`src/rtl/tpq_pkg.sv`:
```
`timescale 1ns / 1ps

package tpq_pkg;

   // queue geometry
   localparam int DEPTH   = 8;
   localparam int ID_BITS = 16;
   localparam int LEVELS  = 3;

   // derived widths
   localparam int IDX_W   = (DEPTH > 1) ? $clog2(DEPTH) : 1;
   localparam int CNT_W   = $clog2(DEPTH + 1);
   localparam int ADDR_W  = $clog2(LEVELS * DEPTH);
   localparam int SUM_W   = CNT_W + 2;

   // fixed port widths
   localparam int TASK_W  = 16;
   localparam int PRIO_W  = 2;
   localparam int LVL_W   = 2;
   localparam int TOTAL_W = 5;

   // operation codes
   localparam logic FUNC_ENQ = 1'b0;
   localparam logic FUNC_DEQ = 1'b1;

   // priority request codes (anything else is the high level)
   localparam logic [PRIO_W-1:0] PRIO_LOW = 2'd1;
   localparam logic [PRIO_W-1:0] PRIO_MID = 2'd2;

   // level slots in the store, low to high
   localparam logic [LVL_W-1:0] SLOT_LOW  = 2'd0;
   localparam logic [LVL_W-1:0] SLOT_MID  = 2'd1;
   localparam logic [LVL_W-1:0] SLOT_HIGH = 2'd2;

   typedef enum logic [1:0] {
      ST_OK    = 2'd0,
      ST_FULL  = 2'd1,
      ST_EMPTY = 2'd2
   } status_type;

   // task memory access issued by the controller
   typedef struct packed {
      logic                we;
      logic                re;
      logic [ADDR_W-1:0]   addr;
      logic [ID_BITS-1:0]  wdata;
   } ram_req_type;

   // result of one item, minus the task read from memory
   typedef struct packed {
      logic                deq_ok;
      logic [LVL_W-1:0]    served_level;
      status_type          status;
      logic                all_empty;
      logic [TOTAL_W-1:0]  total;
   } res_type;

   // circular index advance
   function automatic logic [IDX_W-1:0] next_idx(input logic [IDX_W-1:0] i);
      return (i == IDX_W'(DEPTH - 1)) ? '0 : i + 1'b1;
   endfunction

   // flat store address of one level entry
   function automatic logic [ADDR_W-1:0] addr_of(input logic [LVL_W-1:0] lv,
                                                 input logic [IDX_W-1:0] i);
      return ADDR_W'(lv) * ADDR_W'(DEPTH) + ADDR_W'(i);
   endfunction

endpackage

```
`src/rtl/tpq_ram.sv`:
```
`timescale 1ns / 1ps

module tpq_ram #(
   parameter int WIDTH = 16,
   parameter int DEPTH = 24
) (
   input  logic                     clock,
   input  logic                     we,
   input  logic [$clog2(DEPTH)-1:0] waddr,
   input  logic [WIDTH-1:0]         wdata,
   input  logic                     re,
   input  logic [$clog2(DEPTH)-1:0] raddr,
   output logic [WIDTH-1:0]         rdata
);

   logic [WIDTH-1:0] mem_ff [DEPTH];
   logic [WIDTH-1:0] rdata_ff;

   // single write port, registered read that holds between reads
   always_ff @(posedge clock) begin
      if (we) begin
         mem_ff[waddr] <= wdata;
      end
      if (re) begin
         rdata_ff <= mem_ff[raddr];
      end
   end

   assign rdata = rdata_ff;

endmodule

```
`src/rtl/tpq_ctrl.sv`:
```
`timescale 1ns / 1ps

module tpq_ctrl (
   input  logic                          clock,
   input  logic                          reset,
   input  logic                          acc,
   input  logic                          func,
   input  logic [tpq_pkg::ID_BITS-1:0]   task_id,
   input  logic [tpq_pkg::PRIO_W-1:0]    prio,
   output tpq_pkg::ram_req_type          ram_req,
   output tpq_pkg::res_type              res
);

   logic [tpq_pkg::IDX_W-1:0] head_ff  [tpq_pkg::LEVELS];
   logic [tpq_pkg::IDX_W-1:0] head_in  [tpq_pkg::LEVELS];
   logic [tpq_pkg::IDX_W-1:0] tail_ff  [tpq_pkg::LEVELS];
   logic [tpq_pkg::IDX_W-1:0] tail_in  [tpq_pkg::LEVELS];
   logic [tpq_pkg::CNT_W-1:0] count_ff [tpq_pkg::LEVELS];
   logic [tpq_pkg::CNT_W-1:0] count_in [tpq_pkg::LEVELS];

   logic [tpq_pkg::LVL_W-1:0] enq_lv;
   logic [tpq_pkg::LVL_W-1:0] deq_lv;
   logic                      deq_any;
   logic [tpq_pkg::SUM_W-1:0] sum;

   // level chosen by the priority code
   always_comb begin
      case (prio)
         tpq_pkg::PRIO_LOW: enq_lv = tpq_pkg::SLOT_LOW;
         tpq_pkg::PRIO_MID: enq_lv = tpq_pkg::SLOT_MID;
         default:           enq_lv = tpq_pkg::SLOT_HIGH;
      endcase
   end

   // highest non-empty level
   always_comb begin
      deq_any = 1'b1;
      if (count_ff[tpq_pkg::SLOT_HIGH] != '0) begin
         deq_lv = tpq_pkg::SLOT_HIGH;
      end else if (count_ff[tpq_pkg::SLOT_MID] != '0) begin
         deq_lv = tpq_pkg::SLOT_MID;
      end else if (count_ff[tpq_pkg::SLOT_LOW] != '0) begin
         deq_lv = tpq_pkg::SLOT_LOW;
      end else begin
         deq_lv  = tpq_pkg::SLOT_LOW;
         deq_any = 1'b0;
      end
   end

   // pointer update, memory access and occupancy for an accepted item
   always_comb begin
      head_in           = head_ff;
      tail_in           = tail_ff;
      count_in          = count_ff;
      ram_req.we        = 1'b0;
      ram_req.re        = 1'b0;
      ram_req.addr      = tpq_pkg::addr_of(enq_lv, tail_ff[enq_lv]);
      ram_req.wdata     = task_id;
      res.deq_ok        = 1'b0;
      res.served_level  = '0;
      res.status        = tpq_pkg::ST_OK;
      if (acc) begin
         if (func == tpq_pkg::FUNC_ENQ) begin
            if (count_ff[enq_lv] == tpq_pkg::CNT_W'(tpq_pkg::DEPTH)) begin
               res.status = tpq_pkg::ST_FULL;
            end else begin
               ram_req.we       = 1'b1;
               tail_in[enq_lv]  = tpq_pkg::next_idx(tail_ff[enq_lv]);
               count_in[enq_lv] = count_ff[enq_lv] + 1'b1;
            end
         end else begin
            ram_req.addr = tpq_pkg::addr_of(deq_lv, head_ff[deq_lv]);
            if (!deq_any) begin
               res.status = tpq_pkg::ST_EMPTY;
            end else begin
               ram_req.re       = 1'b1;
               res.deq_ok       = 1'b1;
               res.served_level = deq_lv + 1'b1;
               head_in[deq_lv]  = tpq_pkg::next_idx(head_ff[deq_lv]);
               count_in[deq_lv] = count_ff[deq_lv] - 1'b1;
            end
         end
      end
      // occupancy after this step
      sum = tpq_pkg::SUM_W'(count_in[0]) + tpq_pkg::SUM_W'(count_in[1])
          + tpq_pkg::SUM_W'(count_in[2]);
      res.all_empty = (sum == '0);
      res.total     = tpq_pkg::TOTAL_W'(sum);
   end

   always_ff @(posedge clock) begin
      if (reset) begin
         for (int i = 0; i < tpq_pkg::LEVELS; i++) begin
            head_ff[i]  <= '0;
            tail_ff[i]  <= '0;
            count_ff[i] <= '0;
         end
      end else begin
         head_ff  <= head_in;
         tail_ff  <= tail_in;
         count_ff <= count_in;
      end
   end

   // no level ever holds more than its depth
   assert property (@(posedge clock) disable iff (reset)
      count_ff[0] <= tpq_pkg::CNT_W'(tpq_pkg::DEPTH) &&
      count_ff[1] <= tpq_pkg::CNT_W'(tpq_pkg::DEPTH) &&
      count_ff[2] <= tpq_pkg::CNT_W'(tpq_pkg::DEPTH))
      else $error("level count above depth");

   // rejected requests leave occupancy untouched
   assert property (@(posedge clock) disable iff (reset)
      (acc && res.status != tpq_pkg::ST_OK) |=>
         $stable(count_ff[0]) && $stable(count_ff[1]) && $stable(count_ff[2]))
      else $error("rejected request changed occupancy");

   // without a transfer the pointers hold
   assert property (@(posedge clock) disable iff (reset)
      !acc |=> $stable(head_ff[0]) && $stable(head_ff[1]) && $stable(head_ff[2]) &&
               $stable(tail_ff[0]) && $stable(tail_ff[1]) && $stable(tail_ff[2]))
      else $error("pointer moved without a transfer");

endmodule

```
`src/rtl/three_level_priority_task_queue.sv`:
```
`timescale 1ns / 1ps

// Three-level strict-priority task queue. Enqueue (req_func 0) stores req_task_id
// at the tail of level 1 or 2 when req_priority_req says so, otherwise level 3;
// dequeue (req_func 1) returns the oldest task of the highest non-empty level,
// level 3 first. A request to a full level or a dequeue with nothing stored is
// answered with a reject status and changes nothing. Every request gives exactly
// one response, in order. The three FIFOs share one task memory of 3*DEPTH
// entries with a registered read; one request is in flight at a time, and a
// request passes the memory access, then the response register, before its
// response; a new request is taken while a finished response still waits on
// rsp_stall. Stores and later reads never touch the memory in the same cycle,
// so no forwarding path is needed. No clearing pass after reset.

module three_level_priority_task_queue (
   input  logic                          clock,
   input  logic                          reset,
   input  logic                          req_valid,
   output logic                          req_stall,
   input  logic                          req_func,
   input  logic [tpq_pkg::TASK_W-1:0]    req_task_id,
   input  logic [tpq_pkg::PRIO_W-1:0]    req_priority_req,
   output logic                          rsp_valid,
   input  logic                          rsp_stall,
   output logic [tpq_pkg::TASK_W-1:0]    rsp_out_task_id,
   output logic [tpq_pkg::LVL_W-1:0]     rsp_served_level,
   output logic [1:0]                    rsp_status,
   output logic                          rsp_all_empty,
   output logic [tpq_pkg::TOTAL_W-1:0]   rsp_total_count
);

   logic                          acc;
   logic                          out_free;
   logic                          move;
   tpq_pkg::ram_req_type          ram_req;
   tpq_pkg::res_type              res;
   logic [tpq_pkg::ID_BITS-1:0]   rdata;

   logic                          pend_ff;
   logic                          pend_in;
   tpq_pkg::res_type              pres_ff;
   tpq_pkg::res_type              pres_in;
   logic                          rsp_valid_ff;
   logic                          rsp_valid_in;
   logic [tpq_pkg::TASK_W-1:0]    task_ff;
   logic [tpq_pkg::TASK_W-1:0]    task_in;
   tpq_pkg::res_type              ores_ff;
   tpq_pkg::res_type              ores_in;

   // handshake
   assign acc       = req_valid && !pend_ff;
   assign req_stall = pend_ff;
   assign out_free  = !rsp_valid_ff || !rsp_stall;
   assign move      = pend_ff && out_free;

   tpq_ctrl u_ctrl (
      .clock   (clock),
      .reset   (reset),
      .acc     (acc),
      .func    (req_func),
      .task_id (tpq_pkg::ID_BITS'(req_task_id)),
      .prio    (req_priority_req),
      .ram_req (ram_req),
      .res     (res)
   );

   tpq_ram #(
      .WIDTH (tpq_pkg::ID_BITS),
      .DEPTH (tpq_pkg::LEVELS * tpq_pkg::DEPTH)
   ) u_store (
      .clock (clock),
      .we    (ram_req.we),
      .waddr (ram_req.addr),
      .wdata (ram_req.wdata),
      .re    (ram_req.re),
      .raddr (ram_req.addr),
      .rdata (rdata)
   );

   // pending stage waits for the memory read, then moves to the output register
   always_comb begin
      pend_in      = pend_ff;
      pres_in      = pres_ff;
      rsp_valid_in = rsp_valid_ff && rsp_stall;
      task_in      = task_ff;
      ores_in      = ores_ff;
      if (acc) begin
         pend_in = 1'b1;
         pres_in = res;
      end else if (move) begin
         pend_in = 1'b0;
      end
      if (move) begin
         rsp_valid_in = 1'b1;
         ores_in      = pres_ff;
         task_in      = pres_ff.deq_ok ? tpq_pkg::TASK_W'(rdata) : '0;
      end
   end

   always_ff @(posedge clock) begin
      if (reset) begin
         pend_ff      <= 1'b0;
         rsp_valid_ff <= 1'b0;
      end else begin
         pend_ff      <= pend_in;
         rsp_valid_ff <= rsp_valid_in;
      end
      pres_ff <= pres_in;
      task_ff <= task_in;
      ores_ff <= ores_in;
   end

   assign rsp_valid        = rsp_valid_ff;
   assign rsp_out_task_id  = task_ff;
   assign rsp_served_level = ores_ff.served_level;
   assign rsp_status       = ores_ff.status;
   assign rsp_all_empty    = ores_ff.all_empty;
   assign rsp_total_count  = ores_ff.total;

   // a transfer always leaves one item in flight
   assert property (@(posedge clock) disable iff (reset)
      (req_valid && !req_stall) |=> pend_ff)
      else $error("accepted request not pending");

   // a pending item reaches an empty output register next cycle
   assert property (@(posedge clock) disable iff (reset)
      (pend_ff && !rsp_valid_ff) |=> rsp_valid_ff && !pend_ff)
      else $error("pending item not delivered");

   // rejected responses carry no task and no level
   assert property (@(posedge clock) disable iff (reset)
      (rsp_valid_ff && rsp_status != tpq_pkg::ST_OK) |->
         (rsp_out_task_id == '0 && rsp_served_level == '0))
      else $error("rejected response carries a task");

endmodule

```
`config.mk`:
```
export PLATFORM = sky130hd
export DESIGN_NAME = three_level_priority_task_queue
export DESIGN_NICKNAME = d
export VERILOG_FILES = /design/src/rtl/tpq_pkg.sv /design/src/rtl/tpq_ram.sv /design/src/rtl/tpq_ctrl.sv /design/src/rtl/three_level_priority_task_queue.sv
export SDC_FILE = /design/constraint.sdc
export NUM_CORES = 1
export LEC_CHECK = 0
export BUFFER_PORTS_ARGS = -buffer_cell sky130_fd_sc_hd__buf_2
export CORE_ASPECT_RATIO = 1.5
export CORE_MARGIN = 1.5
export CORE_UTILIZATION = 45
export DETAILED_ROUTE_END_ITERATION = 8
export GPL_TIMING_DRIVEN = 0
export PLACE_DENSITY_LB_ADDON = 0.12
export SLEW_MARGIN = 20
export SYNTH_ARGS = -nofsm -noshare
export SYNTH_HDL_FRONTEND = slang
export SYNTH_SLANG_ARGS = --single-unit
export TNS_END_PERCENT = 1
```
`constraint.sdc`:
```
create_clock -name clock -period 6.25 [get_ports clock]
set_input_delay 1.5625 -clock clock [delete_from_list [all_inputs] [get_ports clock]]
set_output_delay 1.5625 -clock clock [all_outputs]
set_load 0.02 [all_outputs]
```
Yosys cells after proc, flatten, opt, wreduce, memory -nomap -nowiden
Memories as Yosys holds them, arrays and structs flattened. A register that Yosys moved wholly into a read port is not among the register bits.
Index checks and enable logic that the tools add are counted.

storage, ports and cells
  memories = 1
  RAM bits = 384
  logic and storage cells = 111
  register bits after elaboration = 69

cells by class
  muxes and demuxes = 50
  add/sub/neg operators = 9
  eq/ne operators = 5
  $lt $le $gt $ge = 4
  bitwise logic cells = 4
  reductions and logical operators = 17

memories
  memory          depth  bits a word  rd ports  clocked after memory_dff  write ports  line           RTL
  u_store.mem_ff  24     16           1         1                         1            tpq_ram.sv:16  logic [WIDTH-1:0] mem_ff [DEPTH];

operator list
  cell                 count
  $mux 12              4
  $mux 3               9
  $bwmux 12            2
  $mux 4               6
  $bwmux 9             2
  $bmux 4 s2           2
  $demux 4 s2          2
  $mux 1               13
  $bmux 3 s2           2
  $demux 3 s2          2
  $reduce_bool 4->1    3
  $add 5x3->5          2
  $mux 7               1
  $add 3x1->3 const B  2
  $add 6x4->6          1
  $eq 3x3->1 const B   2
  $ge 3x3->1 const B   2
  $logic_not 6->1      1
  $lt 3x1->1 const B   2
  $mux 2               3
  $mux 6               1
  $not 2->3            2
  $reduce_and 3->1     2
  $add 4x4->5          1
  other kinds (13)     20

Depth between registers and ports, before layout
  depth after elaboration = 15
  mapped depth = 23

Modules after synthesis
A second synthesis with hierarchy kept.

second synthesis, totals
  cell total of the unflattened synthesis = 1142
  area total of the unflattened synthesis = 19588.8 um^2

modules (own cells, without submodules)
  module                           times used  area an instance (um^2)  seq. area each (um^2)  cells an instance
  tpq_ram                          1           15414.8                  12011.5                723
  tpq_ctrl                         1           2859.0                   600.6                  356
  three_level_priority_task_queue  1           1315.0                   1151.1                 63

Worst setup path after synthesis
Ideal clock, no wire load.

  path kind = input-to-reg
  start = in req_priority_req[0] (netlist bit)
  end = reg pres_ff[5] (netlist bit), data pin
  data arrival time = 5.579 ns
  slack = 0.496 ns
  setup time = 0.175 ns
  buffers on the path = 2
  stages on the path = 21
  cells stage by stage = inv_1 -> ha_1 -> clkbuf_1 -> buf_2 -> mux2i_1 -> o2bb2ai_1 -> inv_1 -> ha_1 -> o211ai_1 -> o21ai_1 -> mux2i_1 -> nor3_1 -> a221o_1 -> ha_1 -> fa_1 -> xor2_1 -> ha_1 -> nor2b_1 -> o21ai_0 -> nand2b_1 -> nor4bb_1

RTL lines
  element               line                                    RTL
  from (decl)           three_level_priority_task_queue.sv:22   input logic [tpq_pkg::PRIO_W-1:0] req_priority_req,
  to (signal assigned)  three_level_priority_task_queue.sv:108  pres_ff <= pres_in;
  to (decl)             three_level_priority_task_queue.sv:41   tpq_pkg::res_type pres_ff;

==> impl_metrics.tcl <==
set metrics [dict create \
    end_kind "register" \
    cts_hold_buf 0 \
    cp_slowest_cell "fa_1" \
    grt_max_degree 25 \
    synth_seq_cells 469 \
    dr.first_iter.drc_count 882 \
    core.rowCount 92 \
    finalNonFillerCells 1997 \
    irDropWorstVdd_uv 250 \
    cts_made_buffers 44 \
    dp_cells 1918 \
    yosys.cell_count.top_type "edfxtp_1" \
    crit_type "in -> reg" \
    startpoint "req_priority_req[0]" \
    drive_gt1_share_pct 15.2 \
    htree_levels 2 \
    rr_worst_depth 17 \
    synth_top_area_cell "edfxtp_1" \
    dr.pass1.iters 8 \
    synth_edf_count 437 \
    cap_violations 0 \
    startpoint_type "input port" \
    synthCells 1285 \
    ys_seq_area_share_pct 71.7 \
    grt_usage_pct 22.7 \
    layout_worst_path_cycle_share_pct 95.0 \
    fin_worst_skew_ns 0.0252 \
    crit_buf_inv 5 \
    holdCritPathClass "reg -> reg" \
    syn_area_um2 19200 \
    yosys_warnings 0 \
    whs_ns 0.419 \
    report.final.setup_viol 0 \
    crit_family "adder cells" \
    grt_pass1_wl_mm 72.0 \
    cts.clk_slew.worst_paths_ns 0.06 \
    worst_pin_slew_ns 1.10 \
    synth_nets 1327 \
    hold_viol_final 0 \
    max_slew_margin_pct 26.2 \
    dp_hpwl_mm 32.7 \
    syn_to_final_growth_pct 14.3 \
    core-area_um2 42000 \
    avgSynthCellArea_um2 14.9 \
    layout_min_cycle_time_ns 5.94 \
    nNetsFinal 1443 \
    critical_path_required_ns 6.62 \
    whs_path_depth 0 \
    synth_common_cells "437 x edfxtp_1, 147 x mux2i_1, 134 x nand2_1" \
    cts-root-buf "clkbuf_16" \
    clkLatencyLatePin_ns 0.57 \
    yosysUniqueCellTypes 73 \
    arrival_ns 6.30 \
    n_antenna_cell 0 \
    io_buffers 50 \
    synth_top_area_share_pct 68.4 \
    die_y_um 256 \
    ys.flop_type "edfxtp_1" \
    status "complete, no violations" \
    antenna_found_initial 0 \
    hp-start "pres_ff[3]$_DFFE_PP_" \
    path_max_fanout 10 \
    drc 0 \
    p_leak_nw 8.11 \
    drt-total-wl_mm 48.8 \
    start_util_pct 45.7 \
    power_density_nw_per_um2 309 \
    reg2reg_from "u_ctrl.count_ff[4]$_SDFF_PP0_" \
    fmax_mhz 168 \
    cts.sinks 469 \
    io_pins 51 \
    grt_pass1_vias 11200 \
    rsz0062_at_grt "false" \
    cp_cell_sequence "buf_2, inv_1, ha_1, clkbuf_1, clkbuf_4, mux2i_1, o2bb2ai_2, inv_1, ha_1, o211ai_1, or2_2, a41oi_1, nor2_1, nor3_1, ha_1, fa_1, ha_1, a21o_1, a21oi_1, xnor2_1, nor4bb_1" \
    die_w_um 172 \
    dieArea_um2 43900 \
    path_depth 21 \
    vias_per_cell 5.68 \
    max_stage_delay_ns 0.45 \
    synth-async-reset-ratio_pct 0 \
    cts_tree "built" \
    grt_overflow 0 \
    synthTopCellsByArea "edfxtp_1 68%, mux2i_1 7.7%, dfxtp_1 3.3%, nand2_1 2.6%, o22ai_1 2.2%" \
    path_common_cell "ha_1" \
    clk_path_buf_depth 3 \
    place_congestion 0.936 \
    report.final.slew_viol_count 0 \
    wl_per_cell_um 24.4 \
    via_count 11300 \
    ant_nets 0 \
]
power by group:
part	switching [mW]	internal (mW)	total [mW]
clock network	1.15	1.45	2.60
registers	0.0200	3.50	3.52
logic	0.440	0.215	0.655
total	1.61	5.16	6.77
layout by cell type, fill, tap and decap left out, types with 6 or more instances in the layout:
| master | Yosys | routed |
|---|---|---|
| inv_1 | 15 | 15 |
| nor3_1 | 21 | 13 |
| o22ai_1 | 68 | 68 |
| o21ai_1 | 7 | 6 |
| o211ai_1 | 18 | 18 |
| clkbuf_1 | 40 | 45 |
| a31oi_1 | 16 | 15 |
| nor3_2 | 0 | 8 |
| buf_2 | 13 | 62 |
| nor2_2 | 1 | 6 |
| and2_1 | 18 | 18 |
| edfxtp_1 | 437 | 437 |
| a221o_1 | 16 | 16 |
| xnor2_1 | 7 | 7 |
| clkinv_2 | 0 | 8 |
| a21oi_1 | 43 | 43 |
| ha_1 | 17 | 17 |
| o21ai_0 | 16 | 16 |
| mux2i_1 | 147 | 147 |
| nor2b_1 | 9 | 9 |
| clkbuf_16 | 0 | 45 |
| nor2_1 | 61 | 44 |
| nor2_4 | 0 | 12 |
| buf_4 | 9 | 22 |
| clkinv_1 | 1 | 12 |
| dfxtp_1 | 32 | 32 |
| nand3_1 | 24 | 24 |
| nor4_1 | 18 | 17 |
| buf_6 | 10 | 15 |
| nand2_1 | 134 | 134 |
per-layer routing:
layer / GRT usage, % / vias to the layer above / share of wire [%]
li1: - / 5212 / -
met1: 28.2 / 5726 / 40
met2: 40.0 / 319 / 52
met3: 3.17 / 82 / 4.5
met4: 7.87 / 0 / 3.4
met5: 0 / - / 0
cell type report:
cell class / count / area (µm²)
multi-input combinational: 727 / 5150
buffer: 72 / 399
timing repair buffer: 71 / 467
clock inverter: 27 / 239
clock buffer: 51 / 1150
fill: 3510 / 20100
tap: 564 / 706
sequential: 469 / 13800
inverter: 16 / 60.1
registers in the layout, indices dropped and copies added, names as in the netlist:
signal,cells
pres_ff,11
req_stall,1
rsp_all_empty,1
rsp_out_task_id,16
rsp_served_level,2
rsp_status,2
rsp_total_count,5
rsp_valid,1
u_ctrl.count_ff,12
u_ctrl.head_ff,9
u_ctrl.tail_ff,9
u_store.mem_ff,384
u_store.rdata,16
worst reg2reg max path, stage by stage, from the launching register on:
cell and delay [ns]:
dfxtp_1 0.54, clkbuf_1 0.44, o2bb2ai_2 0.22, inv_1 0.10, ha_1 0.19, o211ai_1 0.24
or2_2 0.30, a21oi_1 0.09, a41oi_1 0.18, nor2_1 0.08, nor3_1 0.39, ha_1 0.28
fa_1 0.45, ha_1 0.31, a21o_1 0.18, a21oi_1 0.17, xnor2_1 0.10, nor4bb_1 0.30
kinds of logic (layout without fill, tap and decap cells):
group           count (synthesis)  after routing  share of synthesized area (%)
mux                           151            151                           7.92
buf+inv                        89            237                           2.40
xor+xnor                        9              9                          0.411
flops                         469            469                           71.7
compound gates                231            231                           8.41
fa+ha+maj                      19             19                           1.32
simple gates                  317            317                           7.81
path summary, 6_finish.rpt:
kind,end,slack (ns)
min reg2reg,rsp_total_count[3]$_DFFE_PP_,0.42
max,pres_ff[5]$_DFFE_PP_,0.31
max reg2reg,pres_ff[5]$_DFFE_PP_,1.50
min,rsp_total_count[3]$_DFFE_PP_,0.42
stage by stage:
stage          setup WS, ns  utilization [%]  setup TNS (ns)  area [µm²]  total power, mW
2_1_floorplan         0.496                -               0       19200             3.99
5_1_grt              0.0290             52.2               0       21900             7.00
3_5_place_dp         -0.530             48.8           -1.30       20500             4.24
4_1_cts              0.0636             52.1               0       21900             6.82
6_report              0.314             52.2               0       21900             6.77
3_3_place_gp          -1.17             47.9         -115.84       20100             4.22
repair_timing:
| item | CTS | global route |
|---|---|---|
| gates resized for setup | 0 | 4 |
| buffers inserted | 0 | 2 |
| endpoints found under the setup margin | 0 | 2 |
(Power assumes the default switching activity.)
